File: config.mk
export PLATFORM = sky130hd
export DESIGN_NAME = cse_front_flat
export DESIGN_NICKNAME = d
export VERILOG_FILES = /design/src/rtl/core/cse_pkg.sv /design/src/rtl/core/cse_if.sv /design/src/rtl/core/cse_front.sv /design/src/flat_wrapper.sv
export SDC_FILE = /design/constraint.sdc
export NUM_CORES = 2
export LEC_CHECK = 0
export BUFFER_PORTS_ARGS = -buffer_cell sky130_fd_sc_hd__buf_2
export CAP_MARGIN = 5
export CORE_MARGIN = 5
export CORE_UTILIZATION = 33
export CTS_CLUSTER_DIAMETER = 30
export DETAILED_ROUTE_END_ITERATION = 10
export HOLD_SLACK_MARGIN = 0.03
export PLACE_DENSITY = 0.49
export SLEW_MARGIN = 20
export SYNTH_ARGS = -nofsm -noshare
export SYNTH_HDL_FRONTEND = slang
export SYNTH_SLANG_ARGS = --single-unit
File: constraint.sdc
create_clock -name clock -period 18 [get_ports clock]
set_clock_uncertainty 0.05 [all_clocks]
set_input_delay 3.6 -clock clock [delete_from_list [all_inputs] [get_ports clock]]
set_output_delay 3.6 -clock clock [all_outputs]
set_load 0.05 [all_outputs]
File: src/rtl/core/cse_pkg.sv
// Shared types and constants for the cosine similarity engine.
// No dependencies.
`default_nettype none
package cse_pkg;
   localparam int ACC_W = 48;            // running sum width
   localparam int QB    = 16;            // quotient bits
   localparam int PW    = 2 * ACC_W;     // norm product width
   localparam int RW    = 134;           // root search datapath width

   typedef struct packed {
      logic [ACC_W-1:0] dot;
      logic [ACC_W-1:0] norm_a;
      logic [ACC_W-1:0] norm_b;
   } vec_sums_type;

   typedef enum logic [4:0] {
      B_IDLE = 5'b00001,
      B_MUL  = 5'b00010,
      B_PREP = 5'b00100,
      B_ROOT = 5'b01000,
      B_OUT  = 5'b10000
   } back_state_type;
endpackage
`default_nettype wire

File: src/rtl/core/cse_if.sv
// Valid/ready channel interfaces for element pairs and similarity results.
// No dependencies.
`default_nettype none
interface cse_req_if;
   logic               valid;
   logic               ready;
   logic signed [15:0] elem_a;
   logic signed [15:0] elem_b;
   logic               last_elem;
   modport source (output valid, elem_a, elem_b, last_elem, input ready);
   modport sink   (input valid, elem_a, elem_b, last_elem, output ready);
endinterface

`default_nettype wire

File: src/rtl/core/cse_front.sv
// Front end: accumulates a*b, a*a, b*b per element pair, hands sums off on last.
// Depends on cse_pkg and cse_req_if.
`default_nettype none
module cse_front
   import cse_pkg::*;
#(
   parameter int ELEMENT_BITS = 16
) (
   input  wire logic   clock,
   input  wire logic   reset,
   cse_req_if.sink     req_chan,
   input  wire logic   push_ready,
   output logic        push_valid,
   output vec_sums_type push_data
);
   localparam int EW = (ELEMENT_BITS < 16) ? ELEMENT_BITS : 16;

   logic [ACC_W-1:0] dot_ff, na_ff, nb_ff;
   logic [ACC_W-1:0] dot_in, na_in, nb_in;
   logic signed [EW-1:0]   a_s, b_s;
   logic signed [2*EW-1:0] ab, aa, bb;
   logic [ACC_W-1:0] dot_sum, na_sum, nb_sum;
   logic take;

   // sign-extend the low element bits and form the three products
   assign a_s = req_chan.elem_a[EW-1:0];
   assign b_s = req_chan.elem_b[EW-1:0];
   assign ab  = a_s * b_s;
   assign aa  = a_s * a_s;
   assign bb  = b_s * b_s;

   assign dot_sum = dot_ff + {{(ACC_W-2*EW){ab[2*EW-1]}}, ab};
   assign na_sum  = na_ff  + {{(ACC_W-2*EW){aa[2*EW-1]}}, aa};
   assign nb_sum  = nb_ff  + {{(ACC_W-2*EW){bb[2*EW-1]}}, bb};

   assign req_chan.ready = push_ready;
   assign take           = req_chan.valid && push_ready;
   assign push_valid     = take && req_chan.last_elem;
   assign push_data      = '{dot: dot_sum, norm_a: na_sum, norm_b: nb_sum};

   // advance sums; clear on the last pair of a vector
   always_comb begin
      dot_in = dot_ff;
      na_in  = na_ff;
      nb_in  = nb_ff;
      if (take) begin
         if (req_chan.last_elem) begin
            dot_in = '0;
            na_in  = '0;
            nb_in  = '0;
         end else begin
            dot_in = dot_sum;
            na_in  = na_sum;
            nb_in  = nb_sum;
         end
      end
   end

   always_ff @(posedge clock) begin
      if (reset) begin
         dot_ff <= '0;
         na_ff  <= '0;
         nb_ff  <= '0;
      end else begin
         dot_ff <= dot_in;
         na_ff  <= na_in;
         nb_ff  <= nb_in;
      end
   end
endmodule
`default_nettype wire

File: src/flat_wrapper.sv
// flat-port wrapper written by rule: the top's interface ports become plain ports
module cse_front_flat import cse_pkg::*;
#(
   parameter int ELEMENT_BITS = 16
)
  (clock, reset, push_ready, push_valid, push_data, req_chan_valid, req_chan_elem_a, req_chan_elem_b, req_chan_last_elem, req_chan_ready);
  cse_req_if req_chan_i ();
  input  wire logic clock;
  input  wire logic reset;
  input  wire logic push_ready;
  output logic push_valid;
  output vec_sums_type push_data;
  input wire logic [$bits(req_chan_i.valid)-1:0] req_chan_valid;
  input wire logic [$bits(req_chan_i.elem_a)-1:0] req_chan_elem_a;
  input wire logic [$bits(req_chan_i.elem_b)-1:0] req_chan_elem_b;
  input wire logic [$bits(req_chan_i.last_elem)-1:0] req_chan_last_elem;
  output wire logic [$bits(req_chan_i.ready)-1:0] req_chan_ready;
  assign req_chan_i.valid = req_chan_valid;
  assign req_chan_i.elem_a = req_chan_elem_a;
  assign req_chan_i.elem_b = req_chan_elem_b;
  assign req_chan_i.last_elem = req_chan_last_elem;
  assign req_chan_ready = req_chan_i.ready;
  cse_front #(.ELEMENT_BITS(ELEMENT_BITS)) u_core (.clock(clock), .reset(reset), .req_chan(req_chan_i), .push_ready(push_ready), .push_valid(push_valid), .push_data(push_data));
endmodule
# Yosys cells after proc, flatten, opt, wreduce, memory -nomap -nowiden
# Index checks and enable logic that the tools add are counted.
[totals]
regBits = 144
inputBits = 37
output_inout_bits = 146
elab_cells = 14
[classes]
addsub = 3
multipliers = 3
n_mux = 3
n_reduce_logical = 2
[op_table]
columns = ["operator", "n"]
rows = [
  ["$add 48x48->48", 3],
  ["$mux 48", 3],
  ["$mul 16x16->32", 3],
  ["$logic_and 1x1->1", 2],
]

# Logic depth before layout (Yosys ltp)
[depth]
word_depth = 3
ltp_mapped = 37
ltp_nobuf = 35

# Worst setup path after synthesis
# OpenSTA, ideal clock, no wires.
[synth_path]
kind = "input to output"
start = "input port req_chan_elem_b[1]"
end = "output port push_data[47] (netlist bit)"
arrival_ns = 12.478
required_ns = 14.350
path_slack_ns = 1.872
cell_stages = 30
n_path_buf = 2
path_cell_list = "clkbuf_1 clkbuf_1 and2_1 fa_1 fa_1 fa_1 fa_1 fa_1 inv_1 fa_1 inv_1 ha_1 o21a_1 nor2_1 a31oi_1 nor3_1 a211oi_1 o21ai_0 a21oi_1 xnor2_1 ha_1 a21o_1 a21o_1 a21o_1 a21oi_1 o21ai_0 or3_1 o21ai_0 xor2_1 xnor2_1"
[synth_lines]
columns = ["item", "line", "text"]
rows = [
  ["start, declared", "flat_wrapper.sv:15", "input wire logic [$bits(req_chan_i.elem_b)-1:0] req_chan_elem_b;"],
  ["end, declared", "flat_wrapper.sv:12", "output vec_sums_type push_data;"],
]

==> run metrics <==
hold_sp=u_core.nb_ff[31]$_SDFFE_PP0P_; initial drt markers=1501; initial core utilization=33.2%; number of global-route vias before repair=32500; FF-to-FF End=u_core.dot_ff[28]$_SDFFE_PP0P_; Die Height=358 um; Yosys warning total=0; Min-Delay Endpoint=u_core.nb_ff[31]$_SDFFE_PP0P_; drt total wl=113 mm; critical path arrival=13.50 ns; most used cell, CP=fa_1; Fin. Hold Viols=0; fin crit period=17.15 ns; Hold Path Cell Cnt=2; pre-CTS WS=0.836 ns; drt via density=4.88; Data required, critical path=14.35 ns; Post-synth EDFFs=0; flops & latches, synth=144; clk slew on worst S/H paths=0.06 ns; Crit. End Element=primary output; Synth Area in XOR/XNOR=5.70%; Residual DRC=0; H-tree depth=4; main combinational cell family by area after synthesis=adder cells; Worst Max-Slew Pin Slew=1.09 ns; PortBufs=182; critical path launch point type=primary input; largest net degree at the start of global routing=64; R2R setup slack=14.28 ns; Min-Delay Path Class=register to register; status=completed; worst r2r src=u_core.dot_ff[0]$_SDFFE_PP0P_; fill count=12700; register area share after synthesis=7.23%; Crit Path Category=primary input to primary output; Synth Area in Compound Gates=13.8%; gr usage total=18.0%; GRT Residual Overflow=0; share of layout cells above drive strength 1=7.05%; Cell Rows=127; TNS Setup=0 ns; Area Growth Syn to Fin=8.25%; Mapped Cells=4535; # hold bufs at CTS=0; R2R depth=13; Die Width=358 um; crit-path max FO=25; Synth Area in Simple Gates=12.6%; Detail Placement HPWL=92.5 mm; Vias=30500; max-cap violations=0; post-synthesis adder-cell area fraction=49.7%; initial antenna violation count=4; Max clock buf depth=2; clk root buf=clkbuf_16; syn_nets=5718; Critical Path Max Stage Delay=0.86 ns; GPL Wtd Cong=0.846; FFs w/ async S/R, synth=0%; CTS tree=built; routed length per instance=18.1 um; fraction of synthesized area in multiplexers=0.100%; Relative slew margins=27.4%; RSZ-0062 raised after global routing=no; synthesized area=0.0399 mm2; Pins Over Slew Limit=0; final core occ=36.0%; Setup Viol. Count Final=0; CTS Buf Count=17; die area=0.128 mm2; DR pass1 iterations=5; first-pass GRT wire length=182 mm; Avg Cell Area, Syn=8.79 um2; Slowest-stage cell, CP=xnor2_2; I/O pin count=183; antenna-violating nets left=0; placed instance area=0.0425 mm2; worst-skew pair later-pin latency=0.48 ns; fin area=0.0431 mm2; total setup buffers inserted after CTS=0; Num Clock Sinks=144; commonest non-fill, non-tap cells in the layout=inv_1 (952), fa_1 (729), ha_1 (417); most common cell after layout, fill and taps aside=inv_1; core area=0.120 mm2; Final period util=95.3%; Synth Flop Type=dfxtp_1; Post-CTS Resized=0; layout net count=5799; Final WS setup=0.850 ns; Max Freq=0.0583 GHz; post-synthesis cell type count=98
-- cell usage after synthesis (5+ instances only) --
cell type / number / area, um2
buf_1: 7 / 26.3
o211ai_1: 13 / 97.6
o21ai_1: 17 / 85.1
o31a_1: 5 / 43.8
a22o_1: 58 / 508
a21oi_1: 194 / 971
nand4_1: 31 / 194
nor3_1: 30 / 150
a221o_1: 5 / 50.1
nand3_1: 35 / 175
clkbuf_1: 147 / 552
xor2_1: 69 / 604
inv_1: 952 / 3570
and2_1: 182 / 1140
a21o_1: 106 / 796
a211oi_1: 19 / 143
a211o_1: 5 / 43.8
a221oi_1: 6 / 52.6
o21bai_1: 37 / 278
nor3b_1: 12 / 90.1
or2_2: 12 / 75.1
and3_1: 21 / 131
o31ai_1: 12 / 90.1
ha_1: 417 / 5220
or3_1: 8 / 50.1
a31oi_1: 22 / 138
o21ai_0: 89 / 445
a22oi_1: 79 / 593
nor2_1: 294 / 1100
and4_1: 10 / 87.6
dfxtp_1: 144 / 2880
nand2_1: 354 / 1330
a21boi_0: 10 / 75.1
xnor2_1: 185 / 1620
o21a_1: 41 / 308
fa_1: 729 / 14600
clkinv_1: 8 / 30.0
nand2b_1: 25 / 156
a31o_2: 10 / 87.6
nor2b_1: 25 / 156
-- worst max path at each step --
stage	start	to	slack [ns]	cells after the start
2_1_floorplan	req_chan_elem_b[1]	push_data[47]	1.87	30
4_1_cts	req_chan_elem_b[12]	push_data[45]	0.82	33
5_1_grt	req_chan_elem_b[12]	push_data[45]	0.27	33
6_report	req_chan_elem_b[12]	push_data[45]	0.85	33
3_5_place_dp	req_chan_elem_b[12]	push_data[45]	0.84	33
3_3_place_gp	req_chan_elem_b[12]	push_data[45]	0.91	33
-- through the flow --
step / instances / hold slack [ns]
after global routing: 6240 / 0.447
after global placement: 6209 / 0.412
after floorplan: 4535 / 0.382
after CTS: 6239 / 0.429
final: 6243 / 0.430
after detailed placement: 6209 / 0.415
-- logic make-up after synthesis --
kind of cell / after synthesis
muxes: 4
adders and majority gates: 1146
AOI/OAI and AO/OA: 793
buffers and inverters: 1129
and+or+nand+nor: 1063
xor gates and xnor gates: 256
DFF: 144
-- worst max-delay path: cells and delay by family --
family	cells	cell delay (ns)
AO/OA/AOI/OAI	14	3.26
XOR/XNOR	2	1.05
adder cells (fa/ha/maj)	8	3.52
buffers and inverters	6	1.50
AND/OR/NAND/NOR	3	0.52
-- flip-flops by register name (all words and copies together), names as in the netlist --
| register | cells |
|---|---|
| u_core.nb_ff | 48 |
| u_core.na_ff | 48 |
| u_core.dot_ff | 48 |
-- cell type report --
type                    count  area [um2]  share of cell area (%)
clock buffers              19         453                    1.05
multi-input cells        3262       32700                    75.8
flip-flops and latches    144        2880                    6.68
well taps                1612        2020                    4.67
repair buffers            230        1290                    2.98
diodes                      4        10.0                  0.0232
clock inverters            11         164                   0.380
inverters                 961        3610                    8.36
-- per-layer routing --
layer  vias to the layer above  share of wire [%]  track usage (%)
met5                         -             0.0097                0
met1                     15300                 45             24.0
met3                       101                2.9             1.68
li1                      14600                  -                -
met4                         2                2.1             3.76
met2                       450                 50             31.9
Power is not shown: default switching activity piles up to over one toggle a cycle in this logic, so the estimate is an artifact.
