--- src/rtl/core/cse_pkg.sv ---
// Shared types and constants for the cosine similarity engine.
// No dependencies.
`default_nettype none
package cse_pkg;
   localparam int ACC_W = 48;            // running sum width
   localparam int QB    = 16;            // quotient bits
   localparam int PW    = 2 * ACC_W;     // norm product width
   localparam int RW    = 134;           // root search datapath width

   typedef struct packed {
      logic [ACC_W-1:0] dot;
      logic [ACC_W-1:0] norm_a;
      logic [ACC_W-1:0] norm_b;
   } vec_sums_type;

   typedef enum logic [4:0] {
      B_IDLE = 5'b00001,
      B_MUL  = 5'b00010,
      B_PREP = 5'b00100,
      B_ROOT = 5'b01000,
      B_OUT  = 5'b10000
   } back_state_type;
endpackage
`default_nettype wire

--- src/rtl/core/cse_queue.sv ---
// Two-entry queue of finished vector sums between front and back.
// Depends on cse_pkg.
`default_nettype none
module cse_queue
   import cse_pkg::*;
(
   input  wire logic   clock,
   input  wire logic   reset,
   input  wire logic   push_valid,
   input  wire vec_sums_type push_data,
   output logic        push_ready,
   input  wire logic   pop,
   output logic        head_valid,
   output vec_sums_type head_data
);
   vec_sums_type slot_ff [2];
   logic       wr_ff, wr_in, rd_ff, rd_in;
   logic [1:0] cnt_ff, cnt_in;
   logic       do_push, do_pop;

   assign push_ready = (cnt_ff != 2'd2);
   assign head_valid = (cnt_ff != 2'd0);
   assign head_data  = slot_ff[rd_ff];
   assign do_push    = push_valid && push_ready;
   assign do_pop     = pop && head_valid;

   always_comb begin
      wr_in  = wr_ff ^ do_push;
      rd_in  = rd_ff ^ do_pop;
      cnt_in = cnt_ff + {1'b0, do_push} - {1'b0, do_pop};
   end

   // hold payload until overwritten
   always_ff @(posedge clock) begin
      if (do_push) slot_ff[wr_ff] <= push_data;
   end

   always_ff @(posedge clock) begin
      if (reset) begin
         wr_ff  <= 1'b0;
         rd_ff  <= 1'b0;
         cnt_ff <= 2'd0;
      end else begin
         wr_ff  <= wr_in;
         rd_ff  <= rd_in;
         cnt_ff <= cnt_in;
      end
   end
endmodule
`default_nettype wire

--- config.mk ---
export PLATFORM = sky130hd
export DESIGN_NAME = cse_queue
export DESIGN_NICKNAME = d
export VERILOG_FILES = /design/src/rtl/core/cse_pkg.sv /design/src/rtl/core/cse_queue.sv
export SDC_FILE = /design/constraint.sdc
export NUM_CORES = 1
export LEC_CHECK = 0
export ABC_AREA = 1
export BUFFER_PORTS_ARGS = -buffer_cell sky130_fd_sc_hd__buf_2
export CORE_ASPECT_RATIO = 1.5
export CORE_MARGIN = 3
export CORE_UTILIZATION = 48
export CTS_BUF_LIST = sky130_fd_sc_hd__clkbuf_4 sky130_fd_sc_hd__clkbuf_8
export CTS_CLUSTER_SIZE = 14
export DETAILED_ROUTE_END_ITERATION = 7
export PLACE_DENSITY = 0.83
export SLEW_MARGIN = 20
export SYNTH_ARGS = -nofsm -noshare
export SYNTH_HDL_FRONTEND = slang
export SYNTH_SLANG_ARGS = --single-unit
--- constraint.sdc ---
create_clock -name clock -period 22.4 [get_ports clock]
set_input_delay 1.12 -clock clock [delete_from_list [all_inputs] [get_ports clock]]
set_output_delay 1.12 -clock clock [all_outputs]
set_load 0.05 [all_outputs]
Yosys cells after proc, flatten, opt, wreduce, memory -nomap -nowiden
Memories as Yosys holds them, arrays and structs flattened. A register that Yosys moved wholly into a read port is not among the register bits.
Cells that the tools add are included.
Operators by class
  equality and inequality tests: 1
  reduce and logical (&&, ||, !) cells: 3
  muxes and demuxes: 3
  $add $sub $neg: 2
  bitwise gates (word level): 2
Operators with widths (number)
  1-bit two-way mux: 3
  2-bit by 1-bit adder with 2-bit output: 1
  1-bit logical AND: 2
  2-bit != test (second input constant): 1
  2-bit nonzero test: 1
  2-bit by 1-bit subtractor with 2-bit output: 1
  1-bit bitwise XOR: 2
Word-level totals
  input bits: 148
  logic and storage cells: 15
  memories: 1
  output and inout bits: 146
  flip-flop bits (word level): 4
  RAM bits: 288
Memories
  slot_ff: depth 2, bits a word 144, read ports 1, clocked after Yosys merged registers in 1, wr ports 1, line cse_queue.sv:16  | vec_sums_type slot_ff [2];

Depth between registers and ports, before layout
Gate-level depths: netlist of the first run.
  word-level depth: 4
  mapped depth: 11
  mapped depth without buffers: 11

Least setup slack after synthesis of the first run
OpenSTA, ideal clock, no wires.
  kind: input to register
  start point: input port push_valid
  end point: memory slot_ff[1][0] (netlist bit) (enable)
  stages on the path: 2
  setup time: 650 ps
  slack: 14490 ps
  data arrival time: 7259 ps
  path through: nand2_1 -> nor2_1
On the way
  cells in the longest elaborated chain, start to end: 3
RTL lines
  start, declared: line cse_queue.sv:9  | input wire logic push_valid,
  1-bit logical AND: line cse_queue.sv:24  | assign do_push = push_valid && push_ready;
  1-bit two-way mux: line cse_queue.sv:35  | if (do_push) slot_ff[wr_ff] <= push_data;
  1-bit two-way mux (not written as such): line cse_queue.sv:35
  end, declared: line cse_queue.sv:16
Every way passes these cells.

==> results of run 1 <==
per-layer routing:
layer  vias up  global-route usage  routed length, um
met5         -                   0                 52
met4         8               0.100               1140
met3        78              0.0567               1850
met2       301               0.332              12400
met1      3230               0.201               7920
li1       3295                   -                  -
flip-flops by register name, indices dropped and copies added (netlist names):
signal   count
cnt_ff       2
rd_ff        1
slot_ff    288
wr_ff        1
power breakdown:
| part | internal (W) | switching (W) | leakage [nW] |
|---|---|---|---|
| registers | 0.000710 | 0.0000313 | 2.72 |
| logic | 0.000134 | 0.000577 | 2.54 |
| clock network | 0.000233 | 0.000184 | 0.441 |
path summary, 6_finish.rpt:
kind	start	slack (ns)	cells past startpoint	endpoint
hold reg to reg	cnt_ff[0]	0.63	3	cnt_ff[0]
setup / recovery	rd_ff	18.41	6	head_data[18]
setup reg to reg	cnt_ff[0]	19.71	7	slot_ff[0][54]
hold / removal	cnt_ff[0]	0.63	3	cnt_ff[0]
cells by family (layout without fill, tap and decap cells):
| group | count (synthesis) | after routing |
|---|---|---|
| adder cells (fa/ha/maj) | 2 | 2 |
| XOR/XNOR | 1 | 1 |
| buffers and inverters | 41 | 384 |
| other | 0 | 6 |
| AO/OA/AOI/OAI | 2 | 2 |
| AND/OR/NAND/NOR | 447 | 447 |
| flip-flops | 292 | 292 |
final cells by class:
class                   instances  area (sq um)
multi-input cells             452          1740
diodes                          6          15.0
repair buffers                300          1560
well taps                     272           340
flip-flops and latches        292          8730
clock buffers                  60           732
fillers                      1653          8440
inverters                      10          40.0
clock inverters                14           110
cells in the final DEF (no fill, tap or decap), drive strengths merged:
master,count
a21oi,1
buf,300
bufinv,2
clkbuf,60
clkinv,11
clkinvlp,1
dfxtp,4
diode,6
edfxtp,288
ha,2
inv,10
nand2,438
nand3,1
nor2,7
nor3,1
o21ai,1
xnor2,1
worst max-delay path, stage by stage (launching register included):
cell and delay, ns:
sky130_fd_sc_hd__dfxtp_4 0.55, sky130_fd_sc_hd__inv_4 0.44, sky130_fd_sc_hd__buf_4 0.41, sky130_fd_sc_hd__buf_16 0.30
sky130_fd_sc_hd__nand2_1 0.11, sky130_fd_sc_hd__nand2_1 0.11, sky130_fd_sc_hd__buf_2 0.27
stage by stage:
step	utilization	setup slack [ns]	hold WS, ns	cells	cell area (sq um)
2_1_floorplan	-	14.49	0.534	785	10600
6_report	0.611	18.41	0.626	1406	13300
3_3_place_gp	0.569	18.72	0.595	1324	12400
4_1_cts	0.608	18.12	0.631	1398	13200
3_5_place_dp	0.569	18.71	0.615	1324	12400
5_1_grt	0.611	18.24	0.684	1406	13300
==> flow_summary.toml, run 1 <==
[setup_path]
critPathCaptureType = "output port"
start_kind = "flop"
path_class = "reg2out"
timing.critical_path.fanout_max = 78
timing.critical_path.arrival_ns = 2.87
timing.critical_path.required_ns = 21.28

[yosys]
synth_compound_area_frac = 0.000940
yosysWarnings = 0
post_synth_and_or_nand_nor_area_fraction = 0.158
synth_area_leaders = "sky130_fd_sc_hd__edfxtp_1 (81%), sky130_fd_sc_hd__nand2_1 (15%), sky130_fd_sc_hd__buf_2 (0.75%)"
synth_commonest_cells = "sky130_fd_sc_hd__nand2_1 (438), sky130_fd_sc_hd__edfxtp_1 (288), sky130_fd_sc_hd__buf_2 (16), sky130_fd_sc_hd__clkbuf_1 (9), sky130_fd_sc_hd__inv_1 (9)"
number_of_enable_type_register_cells_in_the_synthesized_netlist = 288
netlist.area_leader.share = 0.812
syn_avg_cell_area_sq_um = 13.6
synthesized_netlist_cell_count = 785
synth_most_common_cell = "sky130_fd_sc_hd__nand2_1"
synth.mux.area_fraction = 0
yosys_most_used_dff = "sky130_fd_sc_hd__edfxtp_1"
synth-adder-area-share = 0.00235
synth_top_family_by_area = "simple AND/OR/NAND/NOR gates"
synth-async-reset-ratio = 0
post_synth_xor_area_fraction = 0.000822
synthDominantAreaCellType = "sky130_fd_sc_hd__edfxtp_1"
postSynthNetCount = 935
synth.cell_area_sq_um = 10600
synth_seq_cells = 292
seq_area_frac_synth = 0.820
post_synth_num_cell_types = 15

[worst_hold_path]
min_path_type = "reg2reg"

[global_routing]
groute.usage.overall = 0.189
grt_max_degree = 105
grt_pass1_wl_um = 35400
first_global_vias = 7050
globalRoute.totalOverflow = 0
grt_antenna_before_repair = 10

[detailed_routing]
drtPass1Iterations = 4
wire_per_inst_um = 16.6
via_per_inst = 4.92
dr.first_iter.drc_count = 460
detail-route-antenna-nets = 0
drc = 0
detail_route.wirelength_um = 23300
num_vias = 6912

[clock_network]
tritoncts = "built"
cts_repair_resize_count = 0
clkTransAtPathRegs_ns = 0.06
cts-root-to-sink-buffers = 3
worst_skew_pair.late_latency_ns = 0.52
cts_hold_buf = 0
post-cts-setup-buffers = 0
cts-buffers-inserted = 42
cts_root_buf = "sky130_fd_sc_hd__clkbuf_8"
tritoncts_num_sinks = 292
cts_htree_levels = 2

[placement]
dpl.hpwl_um = 15000
number_of_port_buffers = 293
gpl.final_weighted_congestion = 0.746

[sta]
final-hold-violation-count = 0
max-slew-margin-rel = 0.385
final.min_clock_period_ns = 3.99
final-max-slew-violation-count = 0
fin_setup_tns_ns = 0
final.period_utilization = 0.178
finalClockSkew_ns = 0.00968
tightestPinTransition_ns = 0.922
max_clock_freq_mhz = 250
rsz_0062_raised_after_global_routing = "no"
setup_viol = 0

[floorplanning]
die-area_sq_um = 24000
floorplan.die.height_um = 188
fp.coreArea_sq_um = 21700
fp.dieW_um = 128
num_rows = 66
initial_core_util = 0.490
io_pins = 294

[final_layout]
drive_gt1_frac = 0.326
area_growth_pct = 24.7
finalNetCount = 1248

[pwr]
power_w = 0.00187
power_density_nw_per_um2 = 141
static-leakage-power_nw = 5.71
ir_worst_vdd_uv = 105

[run]
timing.max_cap.violations = 0

[outcome]
status = "completed"
Power figures use the tool's default switching activity.
==> run 2: changes to the inputs <==
==> constraint.sdc (replaced) <==
create_clock -name clock -period 3.8 [get_ports clock]
set_input_delay 0.19 -clock clock [delete_from_list [all_inputs] [get_ports clock]]
set_output_delay 0.19 -clock clock [all_outputs]
set_load 0.05 [all_outputs]
==> run 2 against run 1 <==
Global-route usage increased by 3.4 points. Final area increased by 11%. Setup slack got worse by 17 ns. Cell count increased by 11%. Largest power group is now combinational cells. Sequential share of layout area decreased by 6.4 points. Via count increased by 11%.
==> flow_summary.toml, run 2 (same netlist as run 1, synthesis figures left out) <==
[outcome]
status = "completed"

[final_layout]
mostFrequentLayoutCells = "sky130_fd_sc_hd__nand2_1 (438), sky130_fd_sc_hd__buf_2 (293), sky130_fd_sc_hd__edfxtp_1 (288)"
largestRegisters = "slot_ff x288, cnt_ff x2"
post-route-util = 0.677
area_growth_pct = 38.0
largest_register_ffs = 288
finalNetCount = 1397
drive_gt1_frac = 0.289
layout.cells.most_common = "sky130_fd_sc_hd__nand2_1"
max_flop_register = "slot_ff"

[detailed_routing]
drtPass1Iterations = 7
wl_met3_um = 1720
dr.first_iter.drc_count = 489
detail_route.wirelength_um = 27100
met2WireLength_um = 15000
wire_per_inst_um = 17.4
topRoutingLayerUsed = "met5"
drc = 0
via_per_inst = 4.92
detail-route-antenna-nets = 0
routedLengthMet1_um = 9010
num_vias = 7655

[setup_path]
critical-path-max-stage-delay_ns = 0.52
path_common_cell = "sky130_fd_sc_hd__nand2_1"
timing.critical_path.arrival_ns = 2.37
critical-path-slowest-cell = "sky130_fd_sc_hd__inv_4"
timing.critical_path.fanout_max = 73
worst-r2r-cell-count = 6
timing.critical_path.required_ns = 3.61
r2r-start = "cnt_ff[0]"
slack_of_the_worst_reg_to_reg_path_ns = 1.64
crit_chain = "inv_4 -> buf_4 -> nand2_1 -> nand2_1 -> buf_2"
path_class = "reg2out"
start_kind = "flop"
timing.rr.end = "slot_ff[0][87]"
critPathCaptureType = "output port"

[floorplanning]
initial_core_util = 0.490
io_pins = 294
die-area_sq_um = 24000
fp.coreArea_sq_um = 21700
num_rows = 66
floorplan.die.height_um = 188
fp.dieW_um = 128

[worst_hold_path]
hp-start = "push_valid"
hold_path_end = "cnt_ff[1]"
min_path_type = "in2reg"
worst_hold_path.num_cells = 5

[global_routing]
grt_max_degree = 78
grt_antenna_before_repair = 9
grt_pass1_wl_um = 41700
groute.usage.overall = 0.223
globalRoute.totalOverflow = 0
first_global_vias = 8149

[sta]
rsz_0062_raised_after_global_routing = "no"
finalClockSkew_ns = 0.0344
setup_viol = 0
final.min_clock_period_ns = 2.56
fin_setup_tns_ns = 0
max-slew-margin-rel = 0.414
final.period_utilization = 0.673
final-hold-violation-count = 0
tightestPinTransition_ns = 0.880
final-max-slew-violation-count = 0
max_clock_freq_mhz = 391

[clock_network]
cts-root-to-sink-buffers = 3
cts_htree_levels = 2
cts_repair_resize_count = 0
cts_root_buf = "sky130_fd_sc_hd__clkbuf_8"
tritoncts_num_sinks = 292
clkTransAtPathRegs_ns = 0.07
worst_skew_pair.late_latency_ns = 0.53
tritoncts = "built"
cts-buffers-inserted = 41
post-cts-setup-buffers = 0
cts_hold_buf = 146

[placement]
dpl.hpwl_um = 15500
gpl.final_weighted_congestion = 0.783
number_of_port_buffers = 293

[pwr]
ir_worst_vdd_uv = 503
static-leakage-power_nw = 6.31
power_w = 0.0111
power_density_nw_per_um2 = 757

[run]
timing.max_cap.violations = 0
==> run 2: how the worst max path moves through the flow <==
stage,start,to,slack (ns),cells after the start
finish,rd_ff,head_data[78],1.24,5
CTS,rd_ff,head_data[68],1.22,5
global placement,cnt_ff[0],slot_ff[0][87],1.66,6
floorplan,cnt_ff[0],slot_ff[1][0],0.22,4
global route,rd_ff,head_data[62],1.04,5
detailed placement,cnt_ff[0],slot_ff[0][112],1.64,6
==> run 2: cell type report <==
class | instances | area [sq um]
flip-flops and latches | 292 | 8730
fillers | 1406 | 7020
repair buffers | 450 | 3020
multi-input cells | 452 | 1740
clock buffers | 57 | 697
well taps | 272 | 340
clock inverters | 19 | 109
inverters | 10 | 40.0
diodes | 5 | 12.5
==> run 2: critical path: cells and delay by family (launching register included) <==
| kind | cells | cell delay, ns |
|---|---|---|
| flops | 1 | 0.36 |
| simple gates | 2 | 0.20 |
| buf+inv | 3 | 1.20 |
==> run 2: report_power, final <==
| part | internal [W] | total (W) | switching (W) |
|---|---|---|---|
| Sequential | 0.00418 | 0.00433 | 0.000146 |
| Combinational | 0.000884 | 0.00441 | 0.00352 |
| Clock | 0.00126 | 0.00239 | 0.00113 |
==> run 2: through the flow <==
step | instance area, sq um | hold WS (ns) | instances | setup slack (ns)
2_1_floorplan | 10700 | 0.257 | 785 | 0.221
3_3_place_gp | 12400 | 0.377 | 1330 | 1.66
3_5_place_dp | 12400 | 0.382 | 1330 | 1.64
4_1_cts | 14700 | 0.135 | 1552 | 1.22
5_1_grt | 14700 | 0.212 | 1557 | 1.04
6_report | 14700 | 0.194 | 1557 | 1.24
==> run 2: layer usage <==
| metal | GRT usage | up-vias |
|---|---|---|
| li1 | - | 3585 |
| met1 | 0.230 | 3600 |
| met2 | 0.410 | 361 |
| met3 | 0.0508 | 101 |
| met4 | 0.121 | 8 |
| met5 | 0 | - |
