**config.mk**
```make
export PLATFORM = sky130hd
export DESIGN_NAME = cse_back_flat
export DESIGN_NICKNAME = d
export VERILOG_FILES = /design/src/rtl/core/cse_pkg.sv /design/src/rtl/core/cse_if.sv /design/src/rtl/core/cse_back.sv /design/src/flat_wrapper.sv
export SDC_FILE = /design/constraint.sdc
export NUM_CORES = 2
export LEC_CHECK = 0
export BUFFER_PORTS_ARGS = -buffer_cell sky130_fd_sc_hd__clkbuf_2
export CAP_MARGIN = 10
export CORE_MARGIN = 1.5
export CORE_UTILIZATION = 55
export CTS_BUF_LIST = sky130_fd_sc_hd__clkbuf_8
export DETAILED_ROUTE_END_ITERATION = 8
export PLACE_DENSITY_LB_ADDON = 0.1
export SLEW_MARGIN = 5
export SYNTH_ARGS = -nofsm -noshare
export SYNTH_HDL_FRONTEND = slang
export SYNTH_SLANG_ARGS = --single-unit
```
**constraint.sdc**
```tcl
create_clock -name clock -period 13.7 [get_ports clock]
set_clock_uncertainty 0.15 [all_clocks]
set_input_delay 2.74 -clock clock [delete_from_list [all_inputs] [get_ports clock]]
set_output_delay 2.74 -clock clock [all_outputs]
set_load 0.005 [all_outputs]
```
**src/rtl/core/cse_pkg.sv**
```systemverilog
// Shared types and constants for the cosine similarity engine.
// No dependencies.
`default_nettype none
package cse_pkg;
   localparam int ACC_W = 48;            // running sum width
   localparam int QB    = 16;            // quotient bits
   localparam int PW    = 2 * ACC_W;     // norm product width
   localparam int RW    = 134;           // root search datapath width

   typedef struct packed {
      logic [ACC_W-1:0] dot;
      logic [ACC_W-1:0] norm_a;
      logic [ACC_W-1:0] norm_b;
   } vec_sums_type;

   typedef enum logic [4:0] {
      B_IDLE = 5'b00001,
      B_MUL  = 5'b00010,
      B_PREP = 5'b00100,
      B_ROOT = 5'b01000,
      B_OUT  = 5'b10000
   } back_state_type;
endpackage
`default_nettype wire

```
**src/rtl/core/cse_if.sv**
```systemverilog
// Valid/ready channel interfaces for element pairs and similarity results.
// No dependencies.
`default_nettype none


interface cse_rsp_if;
   logic               valid;
   logic               ready;
   logic signed [15:0] similarity;
   logic               zero_norm;
   modport source (output valid, similarity, zero_norm, input ready);
   modport sink   (input valid, similarity, zero_norm, output ready);
endinterface
`default_nettype wire

```
**src/rtl/core/cse_back.sv**
```systemverilog
// Back end: norm product and dot square by shift-add, then bitwise rounded root
// search for dot/sqrt(normA*normB). Depends on cse_pkg and cse_rsp_if.
`default_nettype none
module cse_back
   import cse_pkg::*;
(
   input  wire logic   clock,
   input  wire logic   reset,
   input  wire logic   head_valid,
   input  wire vec_sums_type head_data,
   output logic        pop,
   cse_rsp_if.source   rsp_chan
);
   back_state_type state_ff, state_in;
   logic [5:0]     cnt_ff, cnt_in;
   logic [PW-1:0]  pmc_ff, pmc_in, mmc_ff, mmc_in;
   logic [ACC_W-1:0] pmr_ff, pmr_in, mmr_ff, mmr_in;
   logic [PW-1:0]  pacc_ff, pacc_in, macc_ff, macc_in;
   logic signed [RW-1:0] t_ff, t_in, us_ff, us_in, ps_ff, ps_in, l_ff, l_in;
   logic signed [RW-1:0] trial;
   logic [3:0]     bit_ff, bit_in;
   logic [QB-1:0]  q_ff, q_in;
   logic           neg_ff, neg_in;
   logic signed [15:0] sim_ff, sim_in;
   logic           zn_ff, zn_in;
   logic [ACC_W-1:0] mag;
   logic           fits;

   assign mag   = head_data.dot[ACC_W-1] ? (~head_data.dot + 1'b1) : head_data.dot;
   assign trial = t_ff + us_ff + ps_ff;
   assign fits  = (trial <= l_ff);
   assign pop   = (state_ff == B_IDLE) && head_valid;

   assign rsp_chan.valid      = (state_ff == B_OUT);
   assign rsp_chan.similarity = sim_ff;
   assign rsp_chan.zero_norm  = zn_ff;

   always_comb begin
      state_in = state_ff;
      cnt_in = cnt_ff;
      pmc_in = pmc_ff; pmr_in = pmr_ff; pacc_in = pacc_ff;
      mmc_in = mmc_ff; mmr_in = mmr_ff; macc_in = macc_ff;
      t_in = t_ff; us_in = us_ff; ps_in = ps_ff; l_in = l_ff;
      bit_in = bit_ff; q_in = q_ff; neg_in = neg_ff;
      sim_in = sim_ff; zn_in = zn_ff;
      unique case (state_ff)
         B_IDLE: begin
            // take the next vector; zero norms finish at once
            if (head_valid) begin
               neg_in = head_data.dot[ACC_W-1];
               if (head_data.norm_a == '0 || head_data.norm_b == '0) begin
                  sim_in   = '0;
                  zn_in    = 1'b1;
                  state_in = B_OUT;
               end else begin
                  pmc_in  = {{ACC_W{1'b0}}, head_data.norm_a};
                  pmr_in  = head_data.norm_b;
                  pacc_in = '0;
                  mmc_in  = {{ACC_W{1'b0}}, mag};
                  mmr_in  = mag;
                  macc_in = '0;
                  cnt_in  = '0;
                  state_in = B_MUL;
               end
            end
         end
         B_MUL: begin
            // one multiplier bit per cycle for both products
            if (pmr_ff[0]) pacc_in = pacc_ff + pmc_ff;
            if (mmr_ff[0]) macc_in = macc_ff + mmc_ff;
            pmc_in = {pmc_ff[PW-2:0], 1'b0};
            mmc_in = {mmc_ff[PW-2:0], 1'b0};
            pmr_in = {1'b0, pmr_ff[ACC_W-1:1]};
            mmr_in = {1'b0, mmr_ff[ACC_W-1:1]};
            cnt_in = cnt_ff + 1'b1;
            if (cnt_ff == 6'(ACC_W - 1)) state_in = B_PREP;
         end
         B_PREP: begin
            // T=(2q-1)^2 P, Us=(2q-1) P 2^(b+2), Ps=P 2^(2b+2) at q=0, b=15
            t_in   = RW'(pacc_ff);
            us_in  = -(RW'(pacc_ff) <<< (QB + 1));
            ps_in  = RW'(pacc_ff) <<< (2 * QB);
            l_in   = RW'(macc_ff) <<< (2 * QB);
            bit_in = 4'(QB - 1);
            q_in   = '0;
            state_in = B_ROOT;
         end
         B_ROOT: begin
            // keep the trial bit while (2q-1)^2 P <= dot^2 2^32
            if (fits) begin
               t_in  = trial;
               q_in  = q_ff | (QB'(1) << bit_ff);
               us_in = (us_ff + (ps_ff <<< 1)) >>> 1;
            end else begin
               us_in = us_ff >>> 1;
            end
            ps_in  = ps_ff >>> 2;
            bit_in = bit_ff - 1'b1;
            if (bit_ff == '0) begin
               zn_in    = 1'b0;
               state_in = B_OUT;
            end
         end
         B_OUT: begin
            if (rsp_chan.ready) state_in = B_IDLE;
         end
         default: state_in = B_IDLE;
      endcase
      // saturate and sign the quotient as it completes
      if (state_ff == B_ROOT && bit_ff == '0) begin
         if (neg_ff)
            sim_in = (q_in > 16'd32768) ? 16'sh8000 : 16'(17'd0 - {1'b0, q_in});
         else
            sim_in = (q_in > 16'd32767) ? 16'sh7fff : q_in;
      end
   end

   always_ff @(posedge clock) begin
      cnt_ff <= cnt_in;
      pmc_ff <= pmc_in; pmr_ff <= pmr_in; pacc_ff <= pacc_in;
      mmc_ff <= mmc_in; mmr_ff <= mmr_in; macc_ff <= macc_in;
      t_ff <= t_in; us_ff <= us_in; ps_ff <= ps_in; l_ff <= l_in;
      bit_ff <= bit_in; q_ff <= q_in; neg_ff <= neg_in;
      sim_ff <= sim_in; zn_ff <= zn_in;
   end

   always_ff @(posedge clock) begin
      if (reset) state_ff <= B_IDLE;
      else       state_ff <= state_in;
   end
endmodule
`default_nettype wire

```
**src/flat_wrapper.sv**
```systemverilog
// flat-port wrapper written by rule: the top's interface ports become plain ports
module cse_back_flat import cse_pkg::*;
  (clock, reset, head_valid, head_data, pop, rsp_chan_valid, rsp_chan_similarity, rsp_chan_zero_norm, rsp_chan_ready);
  cse_rsp_if rsp_chan_i ();
  input  wire logic clock;
  input  wire logic reset;
  input  wire logic head_valid;
  input  wire vec_sums_type head_data;
  output logic pop;
  output wire logic [$bits(rsp_chan_i.valid)-1:0] rsp_chan_valid;
  output wire logic [$bits(rsp_chan_i.similarity)-1:0] rsp_chan_similarity;
  output wire logic [$bits(rsp_chan_i.zero_norm)-1:0] rsp_chan_zero_norm;
  input wire logic [$bits(rsp_chan_i.ready)-1:0] rsp_chan_ready;
  assign rsp_chan_valid = rsp_chan_i.valid;
  assign rsp_chan_similarity = rsp_chan_i.similarity;
  assign rsp_chan_zero_norm = rsp_chan_i.zero_norm;
  assign rsp_chan_i.ready = rsp_chan_ready;
  cse_back u_core (.clock(clock), .reset(reset), .head_valid(head_valid), .head_data(head_data), .pop(pop), .rsp_chan(rsp_chan_i));
endmodule
```
Yosys cells after proc, flatten, opt, wreduce, memory -nomap -nowiden:

Cells that the tools add are included.

* add/sub/neg operators: 10
* magnitude comparators: 3
* equality and inequality tests: 15
* shifts and indexed selects: 1
* mux-type cells: 47
* bitwise logic cells: 3
* reduce and logical (&&, ||, !) cells: 21

Operators by type and width (count)
* $pmux 134 s2: 3
* $mux 96: 8
* $pmux 96 s2: 4
* $add 134x134->134: 3
* $mux 134: 2
* $mux 48: 5
* $add 96x96->96: 2
* $pmux 48 s2: 2
* $le 134x129->1: 1
* $neg 113->134: 1
* $mux 16: 8
* $logic_not 48->1: 2
* $add 48x1->48 const B: 1
* $not 48->48: 1
* $pmux 16 s2: 1
* $mux 5: 5
* $pmux 5 s5: 1
* $gt 16x15->1 const B: 1
* $gt 16x16->1 const B: 1
* $or 16x16->16: 1
* $reduce_and 4->1: 4
* $shl 1x4->16 const A: 1
* $sub 1x16->16 const A: 1
* $mux 6: 2
* 21 further kinds: 39

* register bits: 1027
* input port bits: 148
* output and inout port bits: 19
* logic and storage cells: 119

Depth between registers and ports, before layout:

* depth in word-level cells: 9
* gate-level depth with buffers: 43
* mapped depth without buffers: 41

Worst setup path after synthesis:

OpenSTA, ideal clock, no wires.

* path type: flip-flop to flip-flop
* start: register u_core.ps_ff[1]
* end: register u_core.t_ff[0] (enable)
* setup time: 499 ps
* arrival time: 10364 ps
* path slack: 2687 ps
* cell stages (with the launch flop): 36
* buffers on the path: 3
* clock period less this slack: 11013 ps
* path through: edfxtp_1 fa_1 ha_1 inv_1 fa_1 nand2b_1 a21bo_2 a211oi_1 a41oi_1 o21ai_0 a21oi_1 o31a_1 o311ai_0 a21o_1 and2_1 a31oi_1 o21ai_0 xor2_1 ha_1 nand4_1 nor4_1 nand4_1 nor3_1 nand4_1 nor4_1 o2111ai_1 nor4_1 nand4_1 o31ai_1 and4_1 clkbuf_1 a21o_1 clkbuf_1 nand2_1 buf_6 nand2_1

* cells in the longest elaborated chain, start to end: 4

Ends and longest elaborated chain
* from (decl): RTL line cse_back.sv:19 `logic signed [RW-1:0] t_ff, t_in, us_ff, us_in, ps_ff, ps_in, l_ff, l_in;`
* from (signal assigned): RTL line cse_back.sv:122 `t_ff <= t_in; us_ff <= us_in; ps_ff <= ps_in; l_ff <= l_in;`
* $add 134x134->134: RTL line cse_back.sv:30 `assign trial = t_ff + us_ff + ps_ff;`
* named net u_core.trial[119]: RTL line cse_back.sv:20 `logic signed [RW-1:0] trial;`
* $le 134x129->1: RTL line cse_back.sv:31 `assign fits = (trial <= l_ff);`
* $ne 2x1->1 (no line)
* $reduce_and 2->1 (no line)
* to (signal assigned): RTL line cse_back.sv:122
* to (decl): RTL line cse_back.sv:19

The timed path passes the listed nets, and every way through them passes these cells.
A chain may end at the register's enable or synchronous reset.

Final worst setup path:

* start: register u_core.ps_ff[27]
* end: register u_core.sim_ff[8] (netlist: u_core.rsp_chan.similarity[8]) (data pin)

* cells in the longest elaborated chain, start to end: 8
* elaborated cells on any way between the ends: 11

Ends and longest elaborated chain
* $add 134x134->134 (*): RTL line cse_back.sv:30
* named net u_core.trial[122]: RTL line cse_back.sv:20
* $le 134x129->1 (*): RTL line cse_back.sv:31
* $mux 16 (*): RTL line cse_back.sv:90 `if (fits) begin`
* $pmux 16 s2 (*): RTL line cse_back.sv:46 `unique case (state_ff)`
* $sub 1x16->16 (tied with other cells): RTL line cse_back.sv:112 `sim_in = (q_in > 16'd32768) ? 16'sh8000 : 16'(17'd0 - {1'b0, q_in});`
* $mux 16 (on tied branches): RTL line cse_back.sv:112, cse_back.sv:114
* $mux 16 (*): RTL line cse_back.sv:111 `if (neg_ff)`
* $mux 16 (*): RTL line cse_back.sv:110 `if (state_ff == B_ROOT && bit_ff == '0) begin`
* to (signal assigned): RTL line cse_back.sv:124 `sim_ff <= sim_in; zn_ff <= zn_in;`
* to (decl): RTL line cse_back.sv:24 `logic signed [15:0] sim_ff, sim_in;`

Mark *: on every way through the listed nets, which the timed path passes. The rest lies on a longest branch.

==> results.py <==
metrics = {
    "status": {
        "status": "finished clean",
    },
    "critical_path": {
        "crit_path_start": "u_core.ps_ff[27]",
        "cp_max_fo": 59,
        "cp-start-kind": "flip-flop",
        "reg2reg_to": "u_core.rsp_chan.similarity[8]",
        "critPathMaxStageDelay_ns": 0.64,
        "cp.required_ns": 14.21,
        "endpoint": "u_core.rsp_chan.similarity[8]",
        "r2r_cells": 35,
        "rrSetupSlack_ns": 1.88,
        "crit_type": "flip-flop to flip-flop",
        "crit_arrival_ns": 12.33,
        "critPathSlowestCell": "o311ai_0",
        "cp_common_cell": "nand4_1",
        "rr_startpoint": "u_core.ps_ff[27]",
        "crit_path_end_kind": "flip-flop",
    },
    "timing": {
        "whs_ns": 0.309,
        "maxSlewHeadroom": 0.232,
        "max_freq_mhz": 84.6,
        "fin_crit_sh": 0.863,
        "setup_viol": 0,
        "min_period_ns": 11.82,
        "setup_tns_ns": 0,
        "hold_violations": 0,
        "tightestPinTransition_ns": 1.15,
        "setup_ws_ns": 1.88,
        "rsz0062_at_grt": "no",
        "drv_slew": 0,
    },
    "layout": {
        "fin_util": 0.599,
        "drive_above_1_share": 0.0707,
        "nets": 8771,
        "fillerInstances": 11800,
        "area_delta_synth_final_pct": 7.62,
        "instances_no_fill": 9856,
        "finalInstanceArea_mm2": 0.0803,
    },
    "synthesis": {
        "synth_cells": 7894,
        "synth_top_area_cell": "edfxtp_1",
        "yosysMostFrequentCell": "nand2_1",
        "ys_types": 97,
        "netlist_area_mm2": 0.0746,
        "synth_top_area_frac": 0.402,
        "ys_warn_count": 0,
        "synth_flop_cell": "edfxtp_1",
        "async_reset_ff_frac": 0,
        "synth_fp_nets": 8734,
        "ys_top_cells_by_count": "nand2_1, edfxtp_1, a21oi_1",
        "synth_edf_count": 1000,
        "synth.avg_cell_area_um2": 9.46,
        "synth_area_leaders": "edfxtp_1, ha_1, nand2_1",
        "ys_seq_area_frac": 0.408,
        "ys_seq_elements": 1021,
    },
    "die": {
        "core_area_mm2": 0.134,
        "die_h_um": 371,
        "rows": 134,
        "die_x_um": 371,
        "die_area_mm2": 0.138,
        "io_pins": 167,
        "start_util": 0.557,
    },
    "drt": {
        "firstDrtPassIters": 9,
        "ant_nets": 0,
        "wl_mm": 236,
        "drt-initial-drc-count": 7106,
        "viasPerCell": 6.37,
        "vias": 62800,
        "wire_per_inst_um": 24.0,
        "drc": 0,
    },
    "clocking": {
        "root_buffer": "clkbuf_8",
        "clock_sinks": 1021,
        "cts_setup_buffers": 0,
        "clk_path_buf_depth": 3,
        "insertion_delay_ns": 0.96,
        "cts_hold_buffers": 0,
        "path_clk_slew_ns": 0.06,
        "h-tree-depth": 4,
        "tritoncts": "yes",
        "cts_resized": 0,
        "numCtsBuffers": 182,
    },
    "global_route": {
        "grt-ovfl-total": 0,
        "grt_max_degree": 222,
        "grt_usage": 0.339,
        "first_global_vias": 58900,
        "grt_pass1_wl_mm": 357,
        "antenna_found_initial": 8,
    },
    "placement": {
        "place_inst": 9515,
        "post-place-ws_ns": 2.10,
        "post-dp-hpwl_mm": 182,
        "gp_congestion": 1.06,
        "io_buffers": 166,
        "place_area_mm2": 0.0767,
    },
    "power_and_ir_drop": {
        "fin_total_pwr_mw": 10.8,
        "ir_worst_vdd_v": 0.000139,
        "p_per_area_mw_per_mm2": 134,
        "leakagePower_nw": 33.0,
    },
    "run": {
        "cap_violations": 0,
    },
    "hold_path": {
        "hold_path_class": "flip-flop to flip-flop",
    },
}
-- worst min-delay path by stage --
stage | start | endpoint | slack [ns] | cells past startpoint
after floorplan | u_core.macc_ff[68] | u_core.l_ff[100] | 0.28 | 0
after global placement | u_core.macc_ff[83] | u_core.l_ff[115] | 0.29 | 0
after detailed placement | u_core.macc_ff[53] | u_core.l_ff[85] | 0.30 | 0
after CTS | u_core.macc_ff[83] | u_core.l_ff[115] | 0.31 | 0
after global routing | u_core.macc_ff[71] | u_core.l_ff[103] | 0.32 | 0
final | u_core.macc_ff[83] | u_core.l_ff[115] | 0.31 | 0
-- routing by layer --
| layer | wire [um] | share of wire | vias up | global-route usage |
|---|---|---|---|---|
| met4 | 9470 | 0.040 | 6 | 0.127 |
| met2 | 96900 | 0.41 | 3119 | 0.480 |
| li1 | - | - | 29000 | - |
| met5 | 35 | 0.00015 | - | 0 |
| met3 | 24600 | 0.10 | 498 | 0.0756 |
| met1 | 105000 | 0.45 | 30200 | 0.503 |
-- logic make-up (layout without fill, tap and decap cells) --
family | after synthesis | count (layout) | share of synthesized area
AOI/OAI and AO/OA | 2171 | 2171 | 0.188
xor gates and xnor gates | 539 | 539 | 0.0632
adders and majority gates | 692 | 692 | 0.129
buffers and inverters | 610 | 798 | 0.0319
DFF | 1021 | 1021 | 0.408
muxes | 18 | 18 | 0.00243
other | 0 | 6 | 0
and+or+nand+nor | 2843 | 2843 | 0.178
-- layout by cell type, fill, tap and decap left out, types with 58 or more instances in the layout --
| master | n |
|---|---|
| a211oi_1 | 132 |
| a21o_1 | 387 |
| a21oi_1 | 649 |
| and2_1 | 213 |
| and3_1 | 68 |
| clkbuf_2 | 166 |
| clkbuf_8 | 189 |
| edfxtp_1 | 1000 |
| fa_1 | 132 |
| ha_1 | 560 |
| inv_1 | 286 |
| nand2_1 | 1197 |
| nand2b_1 | 58 |
| nand3_1 | 115 |
| nand4_1 | 160 |
| nor2_1 | 567 |
| nor2b_1 | 62 |
| nor3_1 | 155 |
| nor4_1 | 67 |
| o21a_1 | 124 |
| o21ai_0 | 387 |
| o21bai_1 | 93 |
| xnor2_1 | 254 |
| xor2_1 | 285 |
-- state kept, by name, summed over array words and instances (netlist names), 5 cells and up --
| signal | flops |
|---|---|
| u_core.pmc_ff | 96 |
| u_core.pmr_ff | 48 |
| u_core.pacc_ff | 96 |
| u_core.l_ff | 96 |
| u_core.mmc_ff | 96 |
| u_core.us_ff | 134 |
| u_core.ps_ff | 128 |
| u_core.macc_ff | 96 |
| u_core.mmr_ff | 48 |
| u_core.rsp_chan.similarity | 16 |
| u_core.t_ff | 134 |
| u_core.cnt_ff | 6 |
| u_core.state_ff | 5 |
| u_core.q_ff | 16 |
-- area by class of cell --
cell class	count	area [um2]	area share
clock inverter	146	981	0.0122
antenna	6	15.0	0.000187
tap	1768	2210	0.0275
sequential	1021	30400	0.379
multi-input combinational	6263	41900	0.521
inverter	248	948	0.0118
clock buffer	189	2600	0.0324
timing repair buffer	215	1260	0.0157
-- report_power, final --
| group | internal [mW] | switching (mW) | leakage [nW] |
|---|---|---|---|
| logic | 1.28 | 2.19 | 21.6 |
| registers | 4.04 | 0.371 | 9.48 |
| clock network | 1.45 | 1.43 | 1.99 |
| total | 6.77 | 3.99 | 33.0 |
-- critical path: cells and delay by family, from the launching register on --
kind                       cells  cell delay (ns)
AOI/OAI and AO/OA             18             5.46
xor gates and xnor gates       1             0.18
adders and majority gates      3             1.26
buffers and inverters          2             0.56
DFF                            1             0.44
and+or+nand+nor               11             3.45
(Power assumes the default switching activity.)
